===== src/rtl/ssre_pkg.sv =====
package ssre_pkg;

   // block geometry
   localparam int BLOCK_BYTES = 512;
   localparam int RX_WINDOW   = 1036;
   localparam int WIN_W       = $clog2(RX_WINDOW + 1);
   localparam int DCNT_W      = $clog2(BLOCK_BYTES + 1);

   // command frame
   localparam int CMD_BYTES  = 7;
   localparam int STEP_W     = $clog2(CMD_BYTES);
   localparam int ADDR_SHIFT = 9;   // byte address = sector * 512

   localparam logic [7:0] FILL_BYTE      = 8'hFF;
   localparam logic [7:0] CMD_READ_BLOCK = 8'h51;
   localparam logic [7:0] TOKEN_BYTE     = 8'hFE;
   localparam logic [7:0] R1_FAIL_BITS   = 8'hFE;
   localparam logic [7:0] CRC_BYTE       = 8'h00;

   // action codes on the request side
   localparam logic ACT_START = 1'b0;
   localparam logic ACT_RX    = 1'b1;

   // queue depth between front and back
   localparam int QDEPTH = 4;
   localparam int QPTR_W = $clog2(QDEPTH);
   localparam int QCNT_W = $clog2(QDEPTH + 1);

   typedef enum logic [2:0] {
      PH_IDLE  = 3'd0,
      PH_R1    = 3'd1,
      PH_TOKEN = 3'd2,
      PH_DATA  = 3'd3
   } phase_type;

   typedef enum logic [1:0] {
      KIND_CMD    = 2'd0,
      KIND_DATA   = 2'd1,
      KIND_STATUS = 2'd2
   } kind_type;

   typedef enum logic [2:0] {
      ST_OK       = 3'd0,
      ST_NO_R1    = 3'd1,
      ST_R1_ERR   = 3'd2,
      ST_NO_TOKEN = 3'd3,
      ST_SHORT    = 3'd4
   } status_type;

   typedef enum logic [1:0] {
      JOB_CMD         = 2'd0,
      JOB_DATA        = 2'd1,
      JOB_STATUS      = 2'd2,
      JOB_DATA_STATUS = 2'd3
   } job_kind_type;

   typedef struct packed {
      job_kind_type kind;
      logic [31:0]  addr;
      logic [7:0]   data;
      logic         data_last;
      status_type   code;
   } job_type;

   typedef struct packed {
      logic full;
      logic empty;
   } q_stat_type;

endpackage


===== src/rtl/ssre_front.sv =====
module ssre_front import ssre_pkg::*; (
   input  logic        clock,
   input  logic        reset,
   input  logic        csr_we,
   input  logic        csr_wdata,
   input  logic        req_tvalid,
   output logic        req_tready,
   input  logic        req_tuser,
   input  logic [23:0] req_tdata,
   input  q_stat_type  q_stat,
   output logic        push,
   output job_type     push_job
);

   phase_type          phase_ff, phase_in, phase_adv;
   logic [WIN_W-1:0]   win_ff, win_in, win_inc;
   logic [DCNT_W-1:0]  dcnt_ff, dcnt_in, dcnt_inc;
   logic               sdhc_ff, sdhc_in;

   logic [15:0] sector;
   logic [7:0]  rx;
   logic        accept, is_start, is_rx;
   logic        r1_resp, r1_bad, token_hit, block_end, win_end;
   status_type  win_code;
   logic [31:0] addr;

   assign sector     = req_tdata[15:0];
   assign rx         = req_tdata[23:16];
   assign req_tready = !q_stat.full;
   assign accept     = req_tvalid && req_tready;
   assign is_start   = accept && (req_tuser == ACT_START);
   assign is_rx      = accept && (req_tuser == ACT_RX) && (phase_ff != PH_IDLE);

   assign win_inc   = (win_ff < WIN_W'(RX_WINDOW)) ? win_ff + 1'b1 : win_ff;
   assign dcnt_inc  = dcnt_ff + 1'b1;
   assign r1_resp   = (rx != FILL_BYTE);
   assign r1_bad    = |(rx & R1_FAIL_BITS);
   assign token_hit = (rx == TOKEN_BYTE);
   assign block_end = (dcnt_inc >= DCNT_W'(BLOCK_BYTES));
   assign win_end   = (win_inc >= WIN_W'(RX_WINDOW));

   assign addr = sdhc_ff ? {16'b0, sector} : {(16 - ADDR_SHIFT)'(0), sector, ADDR_SHIFT'(0)};

   // parse step before the window check
   always_comb begin
      case (phase_ff)
         PH_R1:    phase_adv = r1_resp ? (r1_bad ? PH_IDLE : PH_TOKEN) : PH_R1;
         PH_TOKEN: phase_adv = token_hit ? PH_DATA : PH_TOKEN;
         PH_DATA:  phase_adv = block_end ? PH_IDLE : PH_DATA;
         default:  phase_adv = PH_IDLE;
      endcase
   end

   assign win_code = (phase_adv == PH_R1)    ? ST_NO_R1 :
                     (phase_adv == PH_TOKEN) ? ST_NO_TOKEN : ST_SHORT;

   // next state
   always_comb begin
      phase_in = phase_ff;
      if (is_start) begin
         phase_in = PH_R1;
      end else if (is_rx) begin
         phase_in = (phase_adv != PH_IDLE && win_end) ? PH_IDLE : phase_adv;
      end
   end

   // outputs: one queue entry per transaction that yields results
   always_comb begin
      push               = 1'b0;
      push_job.kind      = JOB_STATUS;
      push_job.addr      = addr;
      push_job.data      = rx;
      push_job.data_last = 1'b0;
      push_job.code      = ST_OK;
      win_in             = win_ff;
      dcnt_in            = dcnt_ff;
      if (is_start) begin
         push          = 1'b1;
         push_job.kind = JOB_CMD;
         win_in        = '0;
         dcnt_in       = '0;
      end else if (is_rx) begin
         win_in = win_inc;
         case (phase_ff)
            PH_R1: begin
               if (r1_resp && r1_bad) begin
                  push          = 1'b1;
                  push_job.code = ST_R1_ERR;
               end else if (win_end) begin
                  push          = 1'b1;
                  push_job.code = win_code;
               end
            end
            PH_TOKEN: begin
               if (win_end) begin
                  push          = 1'b1;
                  push_job.code = win_code;
               end
            end
            PH_DATA: begin
               push    = 1'b1;
               dcnt_in = dcnt_inc;
               if (block_end) begin
                  push_job.kind      = JOB_DATA;
                  push_job.data_last = 1'b1;
               end else if (win_end) begin
                  push_job.kind = JOB_DATA_STATUS;
                  push_job.code = win_code;
               end else begin
                  push_job.kind = JOB_DATA;
               end
            end
            default: begin
               push = 1'b0;
            end
         endcase
      end
   end

   assign sdhc_in = csr_we ? csr_wdata : sdhc_ff;

   always_ff @(posedge clock) begin
      if (reset) begin
         phase_ff <= PH_IDLE;
         win_ff   <= '0;
         dcnt_ff  <= '0;
         sdhc_ff  <= 1'b0;
      end else begin
         phase_ff <= phase_in;
         win_ff   <= win_in;
         dcnt_ff  <= dcnt_in;
         sdhc_ff  <= sdhc_in;
      end
   end

endmodule


===== src/rtl/ssre_queue.sv =====
module ssre_queue import ssre_pkg::*; (
   input  logic       clock,
   input  logic       reset,
   input  logic       push,
   input  job_type    push_job,
   input  logic       pop,
   output job_type    head_job,
   output q_stat_type q_stat
);

   job_type            mem_ff [QDEPTH];
   logic [QPTR_W-1:0]  wr_ff, wr_in, rd_ff, rd_in;
   logic [QCNT_W-1:0]  cnt_ff, cnt_in;
   logic               do_push, do_pop;

   assign q_stat.full  = (cnt_ff == QCNT_W'(QDEPTH));
   assign q_stat.empty = (cnt_ff == '0);
   assign do_push      = push && !q_stat.full;
   assign do_pop       = pop && !q_stat.empty;
   assign head_job     = mem_ff[rd_ff];

   assign wr_in  = do_push ? wr_ff + 1'b1 : wr_ff;
   assign rd_in  = do_pop ? rd_ff + 1'b1 : rd_ff;
   assign cnt_in = cnt_ff + QCNT_W'(do_push) - QCNT_W'(do_pop);

   always_ff @(posedge clock) begin
      if (do_push) begin
         mem_ff[wr_ff] <= push_job;
      end
   end

   always_ff @(posedge clock) begin
      if (reset) begin
         wr_ff  <= '0;
         rd_ff  <= '0;
         cnt_ff <= '0;
      end else begin
         wr_ff  <= wr_in;
         rd_ff  <= rd_in;
         cnt_ff <= cnt_in;
      end
   end

endmodule


===== src/rtl/ssre_back.sv =====
module ssre_back import ssre_pkg::*; (
   input  logic        clock,
   input  logic        reset,
   input  job_type     head_job,
   input  q_stat_type  q_stat,
   output logic        pop,
   output logic        rsp_tvalid,
   input  logic        rsp_tready,
   output logic [15:0] rsp_tdata,
   output logic [1:0]  rsp_tuser,
   output logic        rsp_tlast
);

   job_type           job_ff, job_in;
   logic              valid_ff, valid_in;
   logic [STEP_W-1:0] step_ff, step_in;

   logic                         fire, final_step, load;
   logic [CMD_BYTES-1:0][7:0]    cmd_bytes;
   logic [7:0]                   value;
   status_type                   status;
   kind_type                     kind;
   logic                         last;

   assign cmd_bytes = {CRC_BYTE, job_ff.addr[7:0], job_ff.addr[15:8], job_ff.addr[23:16],
                       job_ff.addr[31:24], CMD_READ_BLOCK, FILL_BYTE};

   always_comb begin
      case (job_ff.kind)
         JOB_CMD:         final_step = (step_ff == STEP_W'(CMD_BYTES - 1));
         JOB_DATA_STATUS: final_step = (step_ff != '0);
         default:         final_step = 1'b1;
      endcase
   end

   assign fire = valid_ff && rsp_tready;
   assign load = (!valid_ff || (fire && final_step)) && !q_stat.empty;
   assign pop  = load;

   always_comb begin
      job_in   = job_ff;
      valid_in = valid_ff;
      step_in  = step_ff;
      if (load) begin
         job_in   = head_job;
         valid_in = 1'b1;
         step_in  = '0;
      end else if (fire) begin
         if (final_step) begin
            valid_in = 1'b0;
         end else begin
            step_in = step_ff + 1'b1;
         end
      end
   end

   // result fields for the current step
   always_comb begin
      value  = 8'h00;
      status = ST_OK;
      kind   = KIND_STATUS;
      last   = 1'b1;
      case (job_ff.kind)
         JOB_CMD: begin
            kind  = KIND_CMD;
            value = cmd_bytes[step_ff];
            last  = final_step;
         end
         JOB_DATA: begin
            kind  = KIND_DATA;
            value = job_ff.data;
            last  = job_ff.data_last;
         end
         JOB_DATA_STATUS: begin
            if (step_ff == '0) begin
               kind  = KIND_DATA;
               value = job_ff.data;
               last  = 1'b0;
            end else begin
               status = job_ff.code;
            end
         end
         default: begin
            status = job_ff.code;
         end
      endcase
   end

   assign rsp_tvalid = valid_ff;
   assign rsp_tdata  = {5'b0, status, value};
   assign rsp_tuser  = kind;
   assign rsp_tlast  = last;

   always_ff @(posedge clock) begin
      job_ff <= job_in;
   end

   always_ff @(posedge clock) begin
      if (reset) begin
         valid_ff <= 1'b0;
         step_ff  <= '0;
      end else begin
         valid_ff <= valid_in;
         step_ff  <= step_in;
      end
   end

endmodule


===== src/rtl/sd_spi_sector_read_engine_top.sv =====
// channel | dir | handshake             | payload
// req     | in  | req_tvalid/req_tready | tuser: action; tdata: sector, rx_byte
// rsp     | out | rsp_tvalid/rsp_tready | tuser: kind; tdata: value, status; tlast: last
// csr     | in  | csr_we                | csr_wdata: sdhc_mode
//
// a request transaction is taken every cycle while the four-entry job queue has room;
// the front parses one received byte per cycle while the queue has room (a compare and a counter update)
// the back drains one response per cycle while rsp_tready is high: a start yields seven, a byte at most two
// so sustained rate is one byte per cycle while rsp_tready stays high
// reset is synchronous, active high; no memory clearing pass is needed
// a stalled response side fills the queue and then drops req_tready
module sd_spi_sector_read_engine_top import ssre_pkg::*; (
   input  logic        clock,
   input  logic        reset,
   input  logic        csr_we,
   input  logic        csr_wdata,     // sdhc_mode
   input  logic        req_tvalid,
   output logic        req_tready,
   input  logic        req_tuser,     // action
   input  logic [23:0] req_tdata,     // sector[15:0], rx_byte[23:16]
   output logic        rsp_tvalid,
   input  logic        rsp_tready,
   output logic [15:0] rsp_tdata,     // value[7:0], status[10:8], zero fill
   output logic [1:0]  rsp_tuser,     // kind
   output logic        rsp_tlast
);

   q_stat_type q_stat;
   logic       push, pop;
   job_type    push_job, head_job;

   ssre_front u_front (
      .clock      (clock),
      .reset      (reset),
      .csr_we     (csr_we),
      .csr_wdata  (csr_wdata),
      .req_tvalid (req_tvalid),
      .req_tready (req_tready),
      .req_tuser  (req_tuser),
      .req_tdata  (req_tdata),
      .q_stat     (q_stat),
      .push       (push),
      .push_job   (push_job)
   );

   ssre_queue u_queue (
      .clock    (clock),
      .reset    (reset),
      .push     (push),
      .push_job (push_job),
      .pop      (pop),
      .head_job (head_job),
      .q_stat   (q_stat)
   );

   ssre_back u_back (
      .clock      (clock),
      .reset      (reset),
      .head_job   (head_job),
      .q_stat     (q_stat),
      .pop        (pop),
      .rsp_tvalid (rsp_tvalid),
      .rsp_tready (rsp_tready),
      .rsp_tdata  (rsp_tdata),
      .rsp_tuser  (rsp_tuser),
      .rsp_tlast  (rsp_tlast)
   );

endmodule


===== config.mk =====
export PLATFORM = sky130hd
export DESIGN_NAME = sd_spi_sector_read_engine_top
export DESIGN_NICKNAME = d
export VERILOG_FILES = /design/src/rtl/ssre_pkg.sv /design/src/rtl/ssre_front.sv /design/src/rtl/ssre_queue.sv /design/src/rtl/ssre_back.sv /design/src/rtl/sd_spi_sector_read_engine_top.sv
export SDC_FILE = /design/constraint.sdc
export NUM_CORES = 1
export LEC_CHECK = 0
export BUFFER_PORTS_ARGS = -buffer_cell sky130_fd_sc_hd__buf_2
export CORE_ASPECT_RATIO = 1.5
export CORE_MARGIN = 2
export CORE_UTILIZATION = 57
export CTS_BUF_LIST = sky130_fd_sc_hd__clkbuf_8
export DETAILED_ROUTE_END_ITERATION = 12
export PLACE_DENSITY = 0.86
export SYNTH_ARGS = -nofsm -noshare
export SYNTH_HDL_FRONTEND = slang
export SYNTH_SLANG_ARGS = --single-unit

===== constraint.sdc =====
create_clock -name clock -period 4.5 [get_ports clock]
set_input_delay 0.45 -clock clock [delete_from_list [all_inputs] [get_ports clock]]
set_output_delay 0.45 -clock clock [all_outputs]
set_load 0.02 [all_outputs]

==> Word level (Yosys, flattened, before mapping) <==
Memory sizes are Yosys's and may differ from the RTL's. A register that Yosys moved wholly into a read port is not among the register bits.
Index checks and enable logic that the tools add are counted.
Widths: inputs -> output; s select.
{ "totals": {"reg_bits": 68, "latch_bits": 0, "mem_bits_rw": 156, "rom_bits": 0, "in_bits": 31, "out_inout_bits": 21, "elab_cells": 113, "n_memories": 1} }
{ "mem_list": {"columns": ["name", "depth", "word_bits", "rd", "rd_ports_with_merged_regs", "write_ports", "line", "rtl"], "rows": [
  ["u_queue.mem_ff", 4, 39, 1, 1, 1, "ssre_queue.sv:11", "job_type mem_ff [QDEPTH];"]
]} }
{ "op_classes": {"addsub": 7, "multipliers": 0, "n_div": 0, "magnitude_cmp": 4, "n_eq_ne": 11, "n_shift": 0, "mux": 46, "n_bitwise": 2, "reduce_logical": 31} }
{ "op_table": {"columns": ["cell", "n"], "rows": [
  ["$mux 25", 1],
  ["$bmux 8 s3", 1],
  ["$mux 3", 8],
  ["$pmux 8 s3", 1],
  ["$pmux 3 s3", 2],
  ["$mux 2", 8],
  ["$mux 8", 2],
  ["$mux 1", 15],
  ["$add 11x1->11 const B", 1],
  ["$ge 11x11->1 const B", 1],
  ["$logic_and 1x1->1", 11],
  ["$lt 11x11->1 const B", 1],
  ["$mux 11", 1],
  ["$add 10x1->10 const B", 1],
  ["$ge 10x10->1 const B", 1],
  ["$eq 3x2->1 const B", 3],
  ["$reduce_bool 3->1", 3],
  ["$eq 8x8->1 const B", 1],
  ["$mux 4", 2],
  ["$ne 8x8->1 const B", 1],
  ["$reduce_or 7->1", 1],
  ["$eq 3x1->1 const B", 2],
  ["$eq 3x3->1 const B", 2],
  ["$logic_not 3->1", 2],
  ["other kinds (18)", 29]
]} }

==> Logic depth before layout (Yosys ltp) <==
Gate-level depths: netlist (run 1).
{ "logic_depth": {"ltp_word": 12, "ltp_mapped": 13, "depth_no_buf": 12} }

==> Modules after synthesis <==
From an unflattened synthesis (run 1), not the netlist that was laid out.
{ "hier_totals": {"cells_unflattened": 668, "hier_area_um2": 11157.0} }
{ "modules_own_cells": {"columns": ["mod", "n_inst", "cells_per_inst", "area_each_um2", "seq_area_each_um2"], "rows": [
  ["ssre_queue", 1, 291, 7171.9, 5705.5],
  ["ssre_back", 1, 147, 2137.0, 1461.4],
  ["ssre_front", 1, 230, 1848.0, 480.5]
]} }

==> Least setup slack after synthesis (run 1) <==
OpenSTA, ideal clock, no wires.
{ "synth_path": {"path_kind": "register to register", "from": "reg u_back.step_ff[0]", "to": "reg u_queue.cnt_ff[1]", "setup_ns": 0.128, "arrival_ns": 4.763, "required_time_ns": 4.372, "slack_ns": -0.391, "path_stages_with_launch": 13, "path_buffers": 1, "synth_period_minus_slack_ns": 4.891, "cell_sequence": "dfxtp_1 > inv_1 > clkbuf_1 > ha_1 > nand2b_1 > a21oi_1 > o21ai_0 > a21oi_1 > ha_1 > inv_1 > ha_1 > fa_1 > nor2b_1"} }
{ "synth_between": {"elab_chain_cells": 7} }
{ "synth_lines": {"columns": ["item", "line", "rtl"], "rows": [
  ["start, declared", "ssre_back.sv:16", "logic [STEP_W-1:0] step_ff, step_in;"],
  ["start signal, assigned", "ssre_back.sv:104", "step_ff <= step_in;"],
  ["$eq 3x3->1 / $reduce_bool 3->1 (equally long branches)", "ssre_back.sv:30, ssre_back.sv:31", null],
  ["$pmux 1 s2 *", "ssre_back.sv:29", "case (job_ff.kind)"],
  ["$logic_and 1x1->1 *", "ssre_back.sv:37", "assign load = (!valid_ff || (fire && final_step)) && !q_stat.empty;"],
  ["$logic_or 1x1->1 *", "ssre_back.sv:37", null],
  ["$logic_and 1x1->1 *", "ssre_back.sv:37", null],
  ["net pop", "sd_spi_sector_read_engine_top.sv:29", "logic push, pop;"],
  ["$logic_and 1x1->1 *", "ssre_queue.sv:19", "assign do_pop = pop && !q_stat.empty;"],
  ["$sub 3x1->3 *", "ssre_queue.sv:24", "assign cnt_in = cnt_ff + QCNT_W'(do_push) - QCNT_W'(do_pop);"],
  ["net u_queue.cnt_in[1]", "ssre_queue.sv:13", "logic [QCNT_W-1:0] cnt_ff, cnt_in;"],
  ["end signal, assigned", "ssre_queue.sv:40", "cnt_ff <= cnt_in;"],
  ["end, declared", "ssre_queue.sv:13", null]
]} }
The timed path passes the listed nets; every way through them passes the cells marked *.
A chain may end at the register's enable or synchronous reset.

==> Worst setup path in the final report (run 1) <==
{ "layout_path": {"from": "reg u_front.win_ff[3]", "to": "reg u_queue.cnt_ff[2]"} }
{ "layout_between": {"elab_chain_cells": 11} }
{ "layout_lines": {"columns": ["item", "line", "rtl"], "rows": [
  ["start, declared", "ssre_front.sv:16", "logic [WIN_W-1:0] win_ff, win_in, win_inc;"],
  ["start signal, assigned", "ssre_front.sv:130", "win_ff <= win_in;"],
  ["$add 11x1->11 / $lt 11x11->1 (equally long branches)", "ssre_front.sv:34", "assign win_inc = (win_ff < WIN_W'(RX_WINDOW)) ? win_ff + 1'b1 : win_ff;"],
  ["$mux 11 *", "ssre_front.sv:34", null],
  ["$ge 11x11->1 *", "ssre_front.sv:40", "assign win_end = (win_inc >= WIN_W'(RX_WINDOW));"],
  ["$mux 1 *", "ssre_front.sv:89, ssre_front.sv:95", null],
  ["$mux 1", "ssre_front.sv:86", "if (r1_resp && r1_bad) begin"],
  ["$pmux 1 s3 *", "ssre_front.sv:84", "case (phase_ff)"],
  ["$mux 1 *", "ssre_front.sv:82", "end else if (is_rx) begin"],
  ["$mux 1 *", "ssre_front.sv:77", "if (is_start) begin"],
  ["$logic_and 1x1->1 *", "ssre_queue.sv:18", "assign do_push = push && !q_stat.full;"],
  ["net u_queue.do_push", "ssre_queue.sv:14", "logic do_push, do_pop;"],
  ["$add 3x1->3 *", "ssre_queue.sv:24", null],
  ["$sub 3x1->3 *", "ssre_queue.sv:24", null]
]} }
Marks and branches as above.

==> results of run 1 <==
-- metal layers --
layer | track usage [%] | share of wire [%] | wire length (um) | vias up
met4 | 6.96 | 2.2 | 396 | 0
met3 | 3.24 | 5.0 | 909 | 34
met1 | 25.9 | 38 | 6870 | 2635
li1 | - | - | - | 2417
met5 | 0 | 0 | 0 | -
met2 | 38.4 | 55 | 10100 | 183
-- layout make-up --
type,instances,share of cell area [%]
inverter,20,0.704
tap,210,2.46
timing repair buffer,53,2.65
clock inverter,26,2.05
clock buffer,31,4.00
sequential,230,61.5
multi-input combinational,323,26.6
-- layout by cell type, fill, tap and decap left out, types with 5 or more instances in the layout --
cell type	count
edfxtp_1	195
buf_2	46
mux4_2	39
nor2_1	38
dfxtp_1	34
nand2_1	32
clkbuf_8	31
inv_1	27
a21oi_1	19
ha_1	17
nor2b_1	15
xor2_1	13
o21ai_0	12
nor3_1	11
and2_1	10
xnor2_1	9
clkinv_2	9
nand3_1	8
mux2i_1	7
a22oi_1	7
mux2_2	7
buf_4	7
o211ai_1	6
nand4_1	6
or3_1	5
clkinv_1	5
conb_1	5
-- how the worst max path moves through the flow --
stage,cells after the start,slack [ps],to,startpoint
after floorplan,12,570,u_queue.cnt_ff[1]$_SDFF_PP0_,u_back.step_ff[0]$_SDFFE_PP0P_
after global placement,11,1320,u_queue.cnt_ff[2]$_SDFF_PP0_,req_tdata[20]
after detailed placement,11,1200,u_queue.cnt_ff[2]$_SDFF_PP0_,req_tdata[20]
after CTS,10,1340,u_queue.cnt_ff[2]$_SDFF_PP0_,u_front.win_ff[2]$_SDFFE_PP0P_
after global routing,10,1110,u_queue.cnt_ff[2]$_SDFF_PP0_,u_front.win_ff[3]$_SDFFE_PP0P_
final,10,1320,u_queue.cnt_ff[2]$_SDFF_PP0_,u_front.win_ff[3]$_SDFFE_PP0P_
-- flip-flops by register name (all words and copies together) (netlist names) --
signal             flops
u_queue.mem_ff       156
u_back.cmd_bytes      25
u_back.job_ff         14
u_front.win_ff        11
u_front.dcnt_ff       10
u_back.step_ff         3
u_queue.cnt_ff         3
u_front.phase_ff       2
u_queue.rd_ff          2
u_queue.wr_ff          2
u_back.rsp_tvalid      1
u_front.sdhc_ff        1
-- power by group --
part	switching, mW	leakage (nW)	internal [mW]	total [mW]
clock network	0.734	0.371	0.880	1.61
logic	0.754	1.24	0.535	1.29
registers	0.197	2.09	2.74	2.94
-- logic make-up after synthesis --
| kind of cell | Yosys count |
|---|---|
| AOI/OAI and AO/OA | 77 |
| xor gates and xnor gates | 22 |
| adders and majority gates | 18 |
| buffers and inverters | 51 |
| DFF | 230 |
| muxes | 54 |
| other | 1 |
| and+or+nand+nor | 147 |
==> reports/metrics.yaml, run 1 <==
status: "finished, final reports clean"
insertion_delay_ps: 540
drt-initial-drc-count: 366
syn_area_sq_mm: 0.00956
die_w_um: 110
synthMuxAreaShare_pct: 10.9
cp.arrival_ps: 3600
synth_cell_type_count: 60
synth_top_area_cell: "edfxtp_1"
path_class: "reg -> reg"
ys_seq_area_share_pct: 68.6
finalCritPeriodShare_pct: 70.6
core_sq_mm: 0.0166
layoutNonFillerInstCount: 893
synth-compound-area-share_pct: 5.84
power_leakage_nw: 3.71
dpl.hpwl_um: 12000
ctsHoldBuffers: 0
synth_simple_gate_area_share_pct: 7.88
synthFlopType: "edfxtp_1"
synthAdderAreaFrac_pct: 2.43
timing.rr.start: "u_front.win_ff[3]$_SDFFE_PP0P_"
synth.avg_cell_area_sq_um: 15.9
place_congestion: 0.856
seq_area_sq_mm: 0.00656
die_area_sq_mm: 0.0178
cpLargestDelayFamily: "compound AO/OA/AOI/OAI gates"
crit_chain: "nand3b_4 -> or4_4 -> a21oi_4 -> o2111ai_4 -> a31oi_4 -> inv_1 -> ha_1 -> fa_1 -> xnor2_1 -> nor2_1"
cpPeakStageDelay_ps: 560
relSlewSlack_pct: 28.8
grt_usage_pct: 21.3
numClockSinks: 230
placed_area_sq_mm: 0.0100
min-delay-start: "req_tdata[20]"
start_kind: "flip-flop"
grt.overflow.total: 0
power_density_mw_per_mm2: 548
ctsResizeCount: 0
num_io_pins: 52
viasPerCell: 5.90
setup_viol: 0
final_util_pct: 64.2
hp-class: "in -> reg"
cts_root_buf: "clkbuf_8"
synth_top_family_by_area: "multiplexers"
start_util_pct: 57.5
fill_cells: 1099
first_global_vias: 5383
clock_skew_ps: 17.3
numCtsBuffers: 31
path_clk_slew_ps: 70
cts_tree: "built"
yosysMostFrequentCell: "edfxtp_1"
synthCells: 600
hold_depth: 1
rsz0062_at_grt: "no"
ff2ff_setup_slack_ps: 1320
clock_path_buffers: 3
chipHeight_um: 163
cp_slowest_cell: "or4_4"
htreeDepth: 1
hold-worst-slack_ps: 147
place_inst: 836
tns_ps: 0
maxSlewViolCount: 0
synth-seq-cells: 230
place_ws_ps: 1200
antennaDiodeCount: 0
grt_pass1_wl_um: 28800
crit_path_end_kind: "flip-flop"
clock.fmax_mhz: 315
drtAntennaViolNets: 0
worstPathRequired_ps: 4920
grt_max_degree: 42
synthToLayoutAreaGrowth_pct: 11.5
postCtsSetupBuffers: 0
port_buffers: 46
stdcell_area_sq_mm: 0.0107
timing.final.ws_setup_ps: 1320
synthTopCellsByArea: "edfxtp_1, mux4_2, dfxtp_1, ha_1, nor2_1"
hold_viol: 0
worst_r2r_endpoint: "u_queue.cnt_ff[2]$_SDFF_PP0_"
vias: 5269
power.total_mw: 5.84
firstDrtPassIters: 4
min_to: "u_queue.mem_ff[2][8]$_DFFE_PP_"
timing.final.crit_period_ps: 3180
synth_top_area_share_pct: 61.2
synthArstFlopShare_pct: 0
synth_xor_area_share_pct: 2.02
ff2ff_path_depth: 10
critPathBufInv: 1
tightest_slew_ps: 1070
synth_edf_count: 195
multi_input_area_sq_mm: 0.00284
drc: 0
crit_fanout: 9
final_nets: 708
wire_per_inst_um: 20.4
synthTopCellsByCount: "edfxtp_1, mux4_2, nor2_1, dfxtp_1, nand2_1"
ir_drop_uv: 494
drv_cap: 0
ys_warn_count: 0
grt_antenna_before_repair: 0
routed_wl_um: 18300
drive_gt1_share_pct: 24.2
rows: 58
Power figures use the tool's default switching activity.
==> run 2: changes to the inputs <==
--- a/config.mk
+++ b/config.mk
@@ -5,6 +5,7 @@
 export SDC_FILE = /design/constraint.sdc
 export NUM_CORES = 1
 export LEC_CHECK = 0
+export ABC_AREA = 1
 export BUFFER_PORTS_ARGS = -buffer_cell sky130_fd_sc_hd__buf_2
 export CORE_ASPECT_RATIO = 1.5
 export CORE_MARGIN = 2
==> constraint.sdc (replaced) <==
create_clock -name clock -period 2.88 [get_ports clock]
set_input_delay 0.288 -clock clock [delete_from_list [all_inputs] [get_ports clock]]
set_output_delay 0.288 -clock clock [all_outputs]
set_load 0.02 [all_outputs]
==> run 2 against run 1 <==
Register-to-register slack lost 1100 ps. Power grew 65%. Clock power grew 58%. Worst hold slack lost 120 ps. Cell count grew 36%. Count of clock-buffer cells in the layout grew 5. Flip-flop and latch count is the same. Synthesized area grew 3.2%. Setup slack lost 1100 ps. Critical path depth grew 4. Maximum frequency grew 20%. Utilization grew 1.8 points. Largest power group unchanged. Highest routed layer unchanged.
==> reports/metrics.yaml, run 2 <==
grt.overflow.total: 0  # unchanged
cts_tree: "built"
dpl.hpwl_um: 13400  # +12%
status: "finished, final reports clean"
grt_pass1_wl_um: 34100  # +18%
top_register: "u_queue.mem_ff"
start_kind: "flip-flop"
firstDrtPassIters: 5  # +1
chipHeight_um: 165  # +1.6%
htreeDepth: 2  # +1
crit_path_end_kind: "flip-flop"
synthMuxAreaShare_pct: 0  # -11 points
routed_wl_um: 21300  # +17%
ys_warn_count: 0  # unchanged
path_clk_slew_ps: 70  # about the same
hold_viol: 0  # unchanged
synthToLayoutAreaGrowth_pct: 12.5
tightest_slew_ps: 767  # -300 ps
rows: 58  # unchanged
power.switching_mw: 3.22  # +91%
synth-seq-cells: 230  # unchanged
synthAdderAreaFrac_pct: 2.36  # -0.077 points
ys_seq_area_share_pct: 66.4  # -2.2 points
synthTopCellsByArea: "edfxtp_1, dfxtp_1, o21ai_0, nor2_1, nand2_1"
final_cell_mix: "edfxtp_1, nor2_1, o21ai_0"
fill_cells: 1239  # +13%
p_seq_share_pct: 46.8  # -3.5 points
synth_edf_count: 195  # unchanged
ir_drop_uv: 874  # +77%
power_frac_comb_pct: 26.6  # +4.5 points
relSlewSlack_pct: 48.9  # +20 points
syn_area_sq_mm: 0.00987  # +3.2%
finalCritPeriodShare_pct: 92.2  # +22 points
worstPathRequired_ps: 3280  # -1640 ps
port_buffers: 46  # unchanged
num_io_pins: 52  # unchanged
grt_usage_pct: 23.4  # +2.1 points
path_class: "reg -> reg"
synth_cell_type_count: 38  # -37%
internal-power_mw: 6.39  # +54%
synth_top_area_share_pct: 59.3  # -1.9 points
numClockSinks: 230  # unchanged
stdcell_area_sq_mm: 0.0111  # +4.1%
timing.final.crit_period_ps: 2650  # -525 ps
synthArstFlopShare_pct: 0  # unchanged
pwr-share-clk_pct: 26.6  # -1.0 points
ff2ff_path_depth: 14  # +4
insertion_delay_ps: 520  # -20 ps
clock_path_buffers: 3  # unchanged
die_w_um: 111  # +1.6%
final_common_cell: "edfxtp_1"
synth_simple_gate_area_share_pct: 12.9  # +5.1 points
viasPerCell: 5.68  # -3.8%
synth-compound-area-share_pct: 12.0  # +6.2 points
clock.fmax_mhz: 377  # +20%
hold_depth: 3  # +2
synthCells: 918  # +53%
cts_root_buf: "clkbuf_8"
die_area_sq_mm: 0.0184  # +3.1%
placed_area_sq_mm: 0.0104  # +4.0%
synth.avg_cell_area_sq_um: 10.8  # -33%
synthFlopType: "edfxtp_1"
synth_top_family_by_area: "simple AND/OR/NAND/NOR gates"
synth_xor_area_share_pct: 0.621  # -1.4 points
clock_skew_ps: 18.8  # +1.46 ps
core_sq_mm: 0.0168  # +1.3%
drtAntennaViolNets: 0  # unchanged
power_leakage_nw: 4.28  # +16%
numCtsBuffers: 34  # +9.7%
drive_gt1_share_pct: 14.1  # -10 points
setup_viol: 0  # unchanged
crit_fanout: 12  # +3
cp.arrival_ps: 3060  # -540 ps
rsz0062_at_grt: "no"
vias: 6874  # +30%
hold-worst-slack_ps: 24.1  # -123 ps
start_util_pct: 58.6  # +1.1 points
grt_antenna_before_repair: 0  # unchanged
first_global_vias: 7009  # +30%
yosysMostFrequentCell: "edfxtp_1"
final_nets: 1025  # +45%
power_density_mw_per_mm2: 866  # +58%
synth_top_area_cell: "edfxtp_1"
largest_register_ffs: 156  # unchanged
place_congestion: 0.874  # +2.1%
drt-initial-drc-count: 717  # +96%
swShare_pct: 33.5  # +4.7 points
maxSlewViolCount: 0  # unchanged
hp-class: "in -> reg"
antennaDiodeCount: 0  # unchanged
drc: 0  # unchanged
grt_max_degree: 80  # +90%
wire_per_inst_um: 17.6  # -14%
synthTopCellsByCount: "edfxtp_1, nor2_1, o21ai_0, nand2_1, inv_1"
drv_cap: 0  # unchanged
run 2: cell count changes in the layout (fill, tap and decap cells not counted), moves of 10 or more:
cell and change:
nand3_1 +18, o22ai_1 +39, o21ai_0 +101, inv_1 +72, and2_1 -10, a21oi_1 +27, nand2_1 +66, nor2_1 +107
mux4_2 -39, nor2b_1 -15
run 2: metal layers:
metal / track usage [%] / routed length, um
met1: 26.7 / 7770
met3: 3.32 / 1330
met2: 42.9 / 11400
met5: 0 / 0
met4: 12.0 / 768
run 2: area by class of cell:
type,count,area [sq um],share of cell area (%)
inverters,95,359,3.23
clock inverters,25,165,1.49
multi-input cells,552,2840,25.5
well taps,210,263,2.37
flip-flops and latches,230,6560,59.1
repair buffers,63,425,3.83
clock buffers,36,495,4.46
run 2: repair_timing:
action / CTS / global route
resized for setup: 0 / 1
setup endpoints to repair: 0 / 1
setup buffers: 0 / 0
hold endpoints to repair: 4 / 0
hold buffers: 2 / 0
run 2: cell families after synthesis:
group           count (synthesis)
fa+ha+maj                      18
flops                         230
xor+xnor                        7
simple gates                  305
buf+inv                       140
other cells                     1
compound gates                217
run 2: through the flow:
| step | total power, mW | worst slack (ps) | instances | TNS, ps | util, % |
|---|---|---|---|---|---|
| 5_1_grt | 10.1 | 76.7 | 1211 | 0 | 65.9 |
| 3_5_place_dp | 7.08 | 263 | 1148 | 0 | 61.9 |
| 4_1_cts | 9.64 | 231 | 1211 | 0 | 65.9 |
| 6_report | 9.61 | 226 | 1211 | 0 | 65.9 |
| 3_3_place_gp | 6.96 | 349 | 1148 | 0 | 61.9 |
| 2_1_floorplan | 6.19 | -181 | 922 | -278 | - |
run 2: path summary, 6_finish.rpt:
path                              startpoint  slack [ps]                               to
max           u_back.step_ff[2]$_SDFFE_PP0P_         230     u_queue.cnt_ff[1]$_SDFF_PP0_
min                                csr_wdata          20     u_front.sdhc_ff$_SDFFE_PP0P_
max reg2reg   u_back.step_ff[2]$_SDFFE_PP0P_         230     u_queue.cnt_ff[1]$_SDFF_PP0_
min reg2reg  u_front.dcnt_ff[9]$_SDFFE_PP0P_         490  u_front.dcnt_ff[9]$_SDFFE_PP0P_
run 2: critical path, stage by stage, from the launching register on:
cell and delay [ps]:
dfxtp_1 570, inv_1 180, nand2_2 100, nand2_1 80, nand2_1 90, nor2_1 60, o21ai_1 160, inv_1 120
nor2_4 140, ha_1 240, inv_1 70, ha_2 180, fa_1 430, inv_1 80, nor2_1 40
run 2: power by group through the flow:
stage	clock [mW]	sequential, mW	combinational, mW
finish	2.55	4.50	2.55
global route	2.73	4.53	2.84
CTS	2.60	4.50	2.55
detailed placement	0	4.57	2.51
global placement	0	4.55	2.42
floorplan	0	4.47	1.73
==> run 3: changes to the inputs <==
--- a/config.mk
+++ b/config.mk
@@ -6,12 +6,14 @@
 export NUM_CORES = 1
 export LEC_CHECK = 0
 export ABC_AREA = 1
-export BUFFER_PORTS_ARGS = -buffer_cell sky130_fd_sc_hd__buf_2
 export CORE_ASPECT_RATIO = 1.5
 export CORE_MARGIN = 2
-export CORE_UTILIZATION = 57
+export CORE_UTILIZATION = 59
 export CTS_BUF_LIST = sky130_fd_sc_hd__clkbuf_8
 export DETAILED_ROUTE_END_ITERATION = 12
+export DONT_BUFFER_PORTS = 1
+export GPL_TIMING_DRIVEN = 0
+export MAX_ROUTING_LAYER = met4
 export PLACE_DENSITY = 0.86
 export SYNTH_ARGS = -nofsm -noshare
 export SYNTH_HDL_FRONTEND = slang
==> run 3 against run 2 <==
The run now ends with negative setup slack left. Wire length grew 8.8%. Critical path depth shrank 2. First-iteration DRC count grew 47%. Global-route usage grew 3.5 points. Power grew 1.8%. Via count grew 4.0%. Cell count shrank 0.50%. Critical endpoint is now u_queue.mem_ff[0][1]$_DFFE_PP_. Largest cell class unchanged.
==> reports/metrics.yaml, run 3 (synthesis results as in run 2) <==
start_kind: "flip-flop"
chipHeight_um: 162  # -1.7%
drt-initial-drc-count: 1055  # +47%
worstPathRequired_ps: 3040  # -240 ps
viasPerCell: 5.93  # +4.5%
drive_gt1_share_pct: 11.6  # -2.5 points
rsz0062_at_grt: "yes"
routed_wl_um: 23200  # +8.8%
multi_input_area_sq_mm: 0.00290  # +2.4%
met1_usage_pct: 31.0  # +4.3 points
tightest_slew_ps: 1260  # +489 ps
drv_cap: 0  # unchanged
power_leakage_nw: 4.18  # -2.5%
placed_area_sq_mm: 0.0102  # -1.8%
die_w_um: 110  # -1.7%
grt_antenna_before_repair: 0  # unchanged
relSlewSlack_pct: 16.0  # -33 points
clock.fmax_mhz: 334  # -11%
fill_cells: 1064  # -14%
clock_path_buffers: 3  # unchanged
violations: "negative setup slack"
top_register: "u_queue.mem_ff"
status: "complete, but fails checks"
grtUsageMet3_pct: 3.28  # -0.040 points
cp.arrival_ps: 3150  # +90 ps
numClockSinks: 230  # unchanged
seq_area_sq_mm: 0.00657  # +0.17%
antennaDiodeCount: 0  # unchanged
firstDrtPassIters: 6  # +1
final_nets: 1025  # unchanged
cts_tree: "built"
hold-worst-slack_ps: 15.7  # -8.38 ps
htreeDepth: 1  # -1
power_density_mw_per_mm2: 877  # +1.4%
grt_usage_pct: 26.9  # +3.5 points
numCtsBuffers: 31  # -8.8%
hp-class: "in -> reg"
grt_pass1_wl_um: 35300  # +3.6%
core_sq_mm: 0.0163  # -3.4%
rows: 57  # -1.7%
ff2ff_setup_slack_ps: -120  # -340 ps
drc: 0  # unchanged
wire_per_inst_um: 19.2  # +9.4%
largest_register_ffs: 156  # unchanged
hold_depth: 2  # -1
ff2ff_path_depth: 12  # -2
num_io_pins: 52  # unchanged
use_met2_pct: 44.8  # +1.9 points
cts_root_buf: "clkbuf_8"
insertion_delay_ps: 550  # +30 ps
port_buffers: 0  # -100%
path_clk_slew_ps: 70  # about the same
vias: 7147  # +4.0%
place_congestion: 0.921  # +5.4%
finalCritPeriodShare_pct: 104  # +12 points
dpl.hpwl_um: 14400  # +7.4%
setup_viol: 116  # +116
crit_path_end_kind: "flip-flop"
first_global_vias: 6996  # -0.19%
grt_max_degree: 40  # -50%
maxSlewViolCount: 0  # unchanged
synthToLayoutAreaGrowth_pct: 12.9
final_cell_mix: "edfxtp_1, nor2_1, o21ai_0"
ir_drop_uv: 517  # -41%
path_class: "reg -> reg"
timing.final.crit_period_ps: 3000  # +344 ps
crit_fanout: 39  # +27
timing.final.ws_setup_ps: -118  # -344 ps
die_area_sq_mm: 0.0178  # -3.3%
stdcell_area_sq_mm: 0.0111  # +0.39%
start_util_pct: 60.7  # +2.1 points
grt-busiest-layer: "met2"
clock_skew_ps: 11.0  # -7.85 ps
hold_viol: 0  # unchanged
drtAntennaViolNets: 0  # unchanged
final_common_cell: "edfxtp_1"
grt.overflow.total: 0  # unchanged
run 3: changes by cell type in the layout (fill, tap and decap cells not counted), sizes merged:
cell / previous run / this run
buf: 61 / 12
clkbuf: 36 / 72
dlygate4sd3: 2 / 14
inv: 105 / 96
clkinv: 10 / 14
nor2: 159 / 163
bufinv: 2 / 3
clkinvlp: 3 / 2
run 3: timing repair:
action                                  in CTS  in global routing
buffers inserted                             1                  2
hold buffers                                14                  0
pin swaps                                    4                  4
endpoints found under the setup margin     164                182
gates cloned                                 2                  2
gates resized for setup                     14                 13
endpoints found under the hold margin       52                  0
run 3: report_power, final:
group | internal [mW] | total, mW | switching (mW)
Combinational | 0.696 | 2.66 | 1.97
Clock | 1.41 | 2.60 | 1.19
Sequential | 4.29 | 4.51 | 0.222
run 3: final cells by class:
cell class | instances | area share [%]
timing repair buffer | 17 | 1.46
clock inverter | 20 | 1.52
clock buffer | 36 | 4.45
sequential | 230 | 58.9
buffer | 45 | 1.99
multi-input combinational | 556 | 26.0
inverter | 95 | 3.29
tap | 206 | 2.31
run 3: final timing paths:
check | start | end
hold reg to reg | u_front.win_ff[0]$_SDFFE_PP0P_ | u_front.win_ff[0]$_SDFFE_PP0P_
hold / removal | req_tdata[8] | u_queue.mem_ff[0][29]$_DFFE_PP_
setup reg to reg | u_front.win_ff[4]$_SDFFE_PP0P_ | u_queue.mem_ff[0][1]$_DFFE_PP_
setup / recovery | u_front.win_ff[4]$_SDFFE_PP0P_ | u_queue.mem_ff[0][1]$_DFFE_PP_
run 3: critical path: stages (launching register included):
cell and delay (ps):
dfxtp_2 360, nor2_1 110, nand2_1 90, o21ai_2 160
buf_6 160, nand4_1 100, o21bai_2 220, nand2_2 100
inv_2 70, nand2_2 60, nand2_4 120, inv_6 80
nor2_4 940
run 3: stage by stage:
stage,util (%),instances,power (mW),setup TNS (ps),setup slack [ps]
finish,68.5,1205,9.78,-9080,-118
global route,68.5,1205,10.2,-28800,-283
CTS,68.1,1201,9.59,-21990,-151
detailed placement,62.9,1128,6.95,-55700,-785
global placement,62.9,1128,6.87,-45030,-714
floorplan,-,922,6.19,-278,-181
run 3: layer usage:
layer  routed length (um)  part of all wire, %
met2                11800                   51
met3                 1990                  8.6
met5                    0                    0
met1                 7830                   34
met4                 1520                  6.6
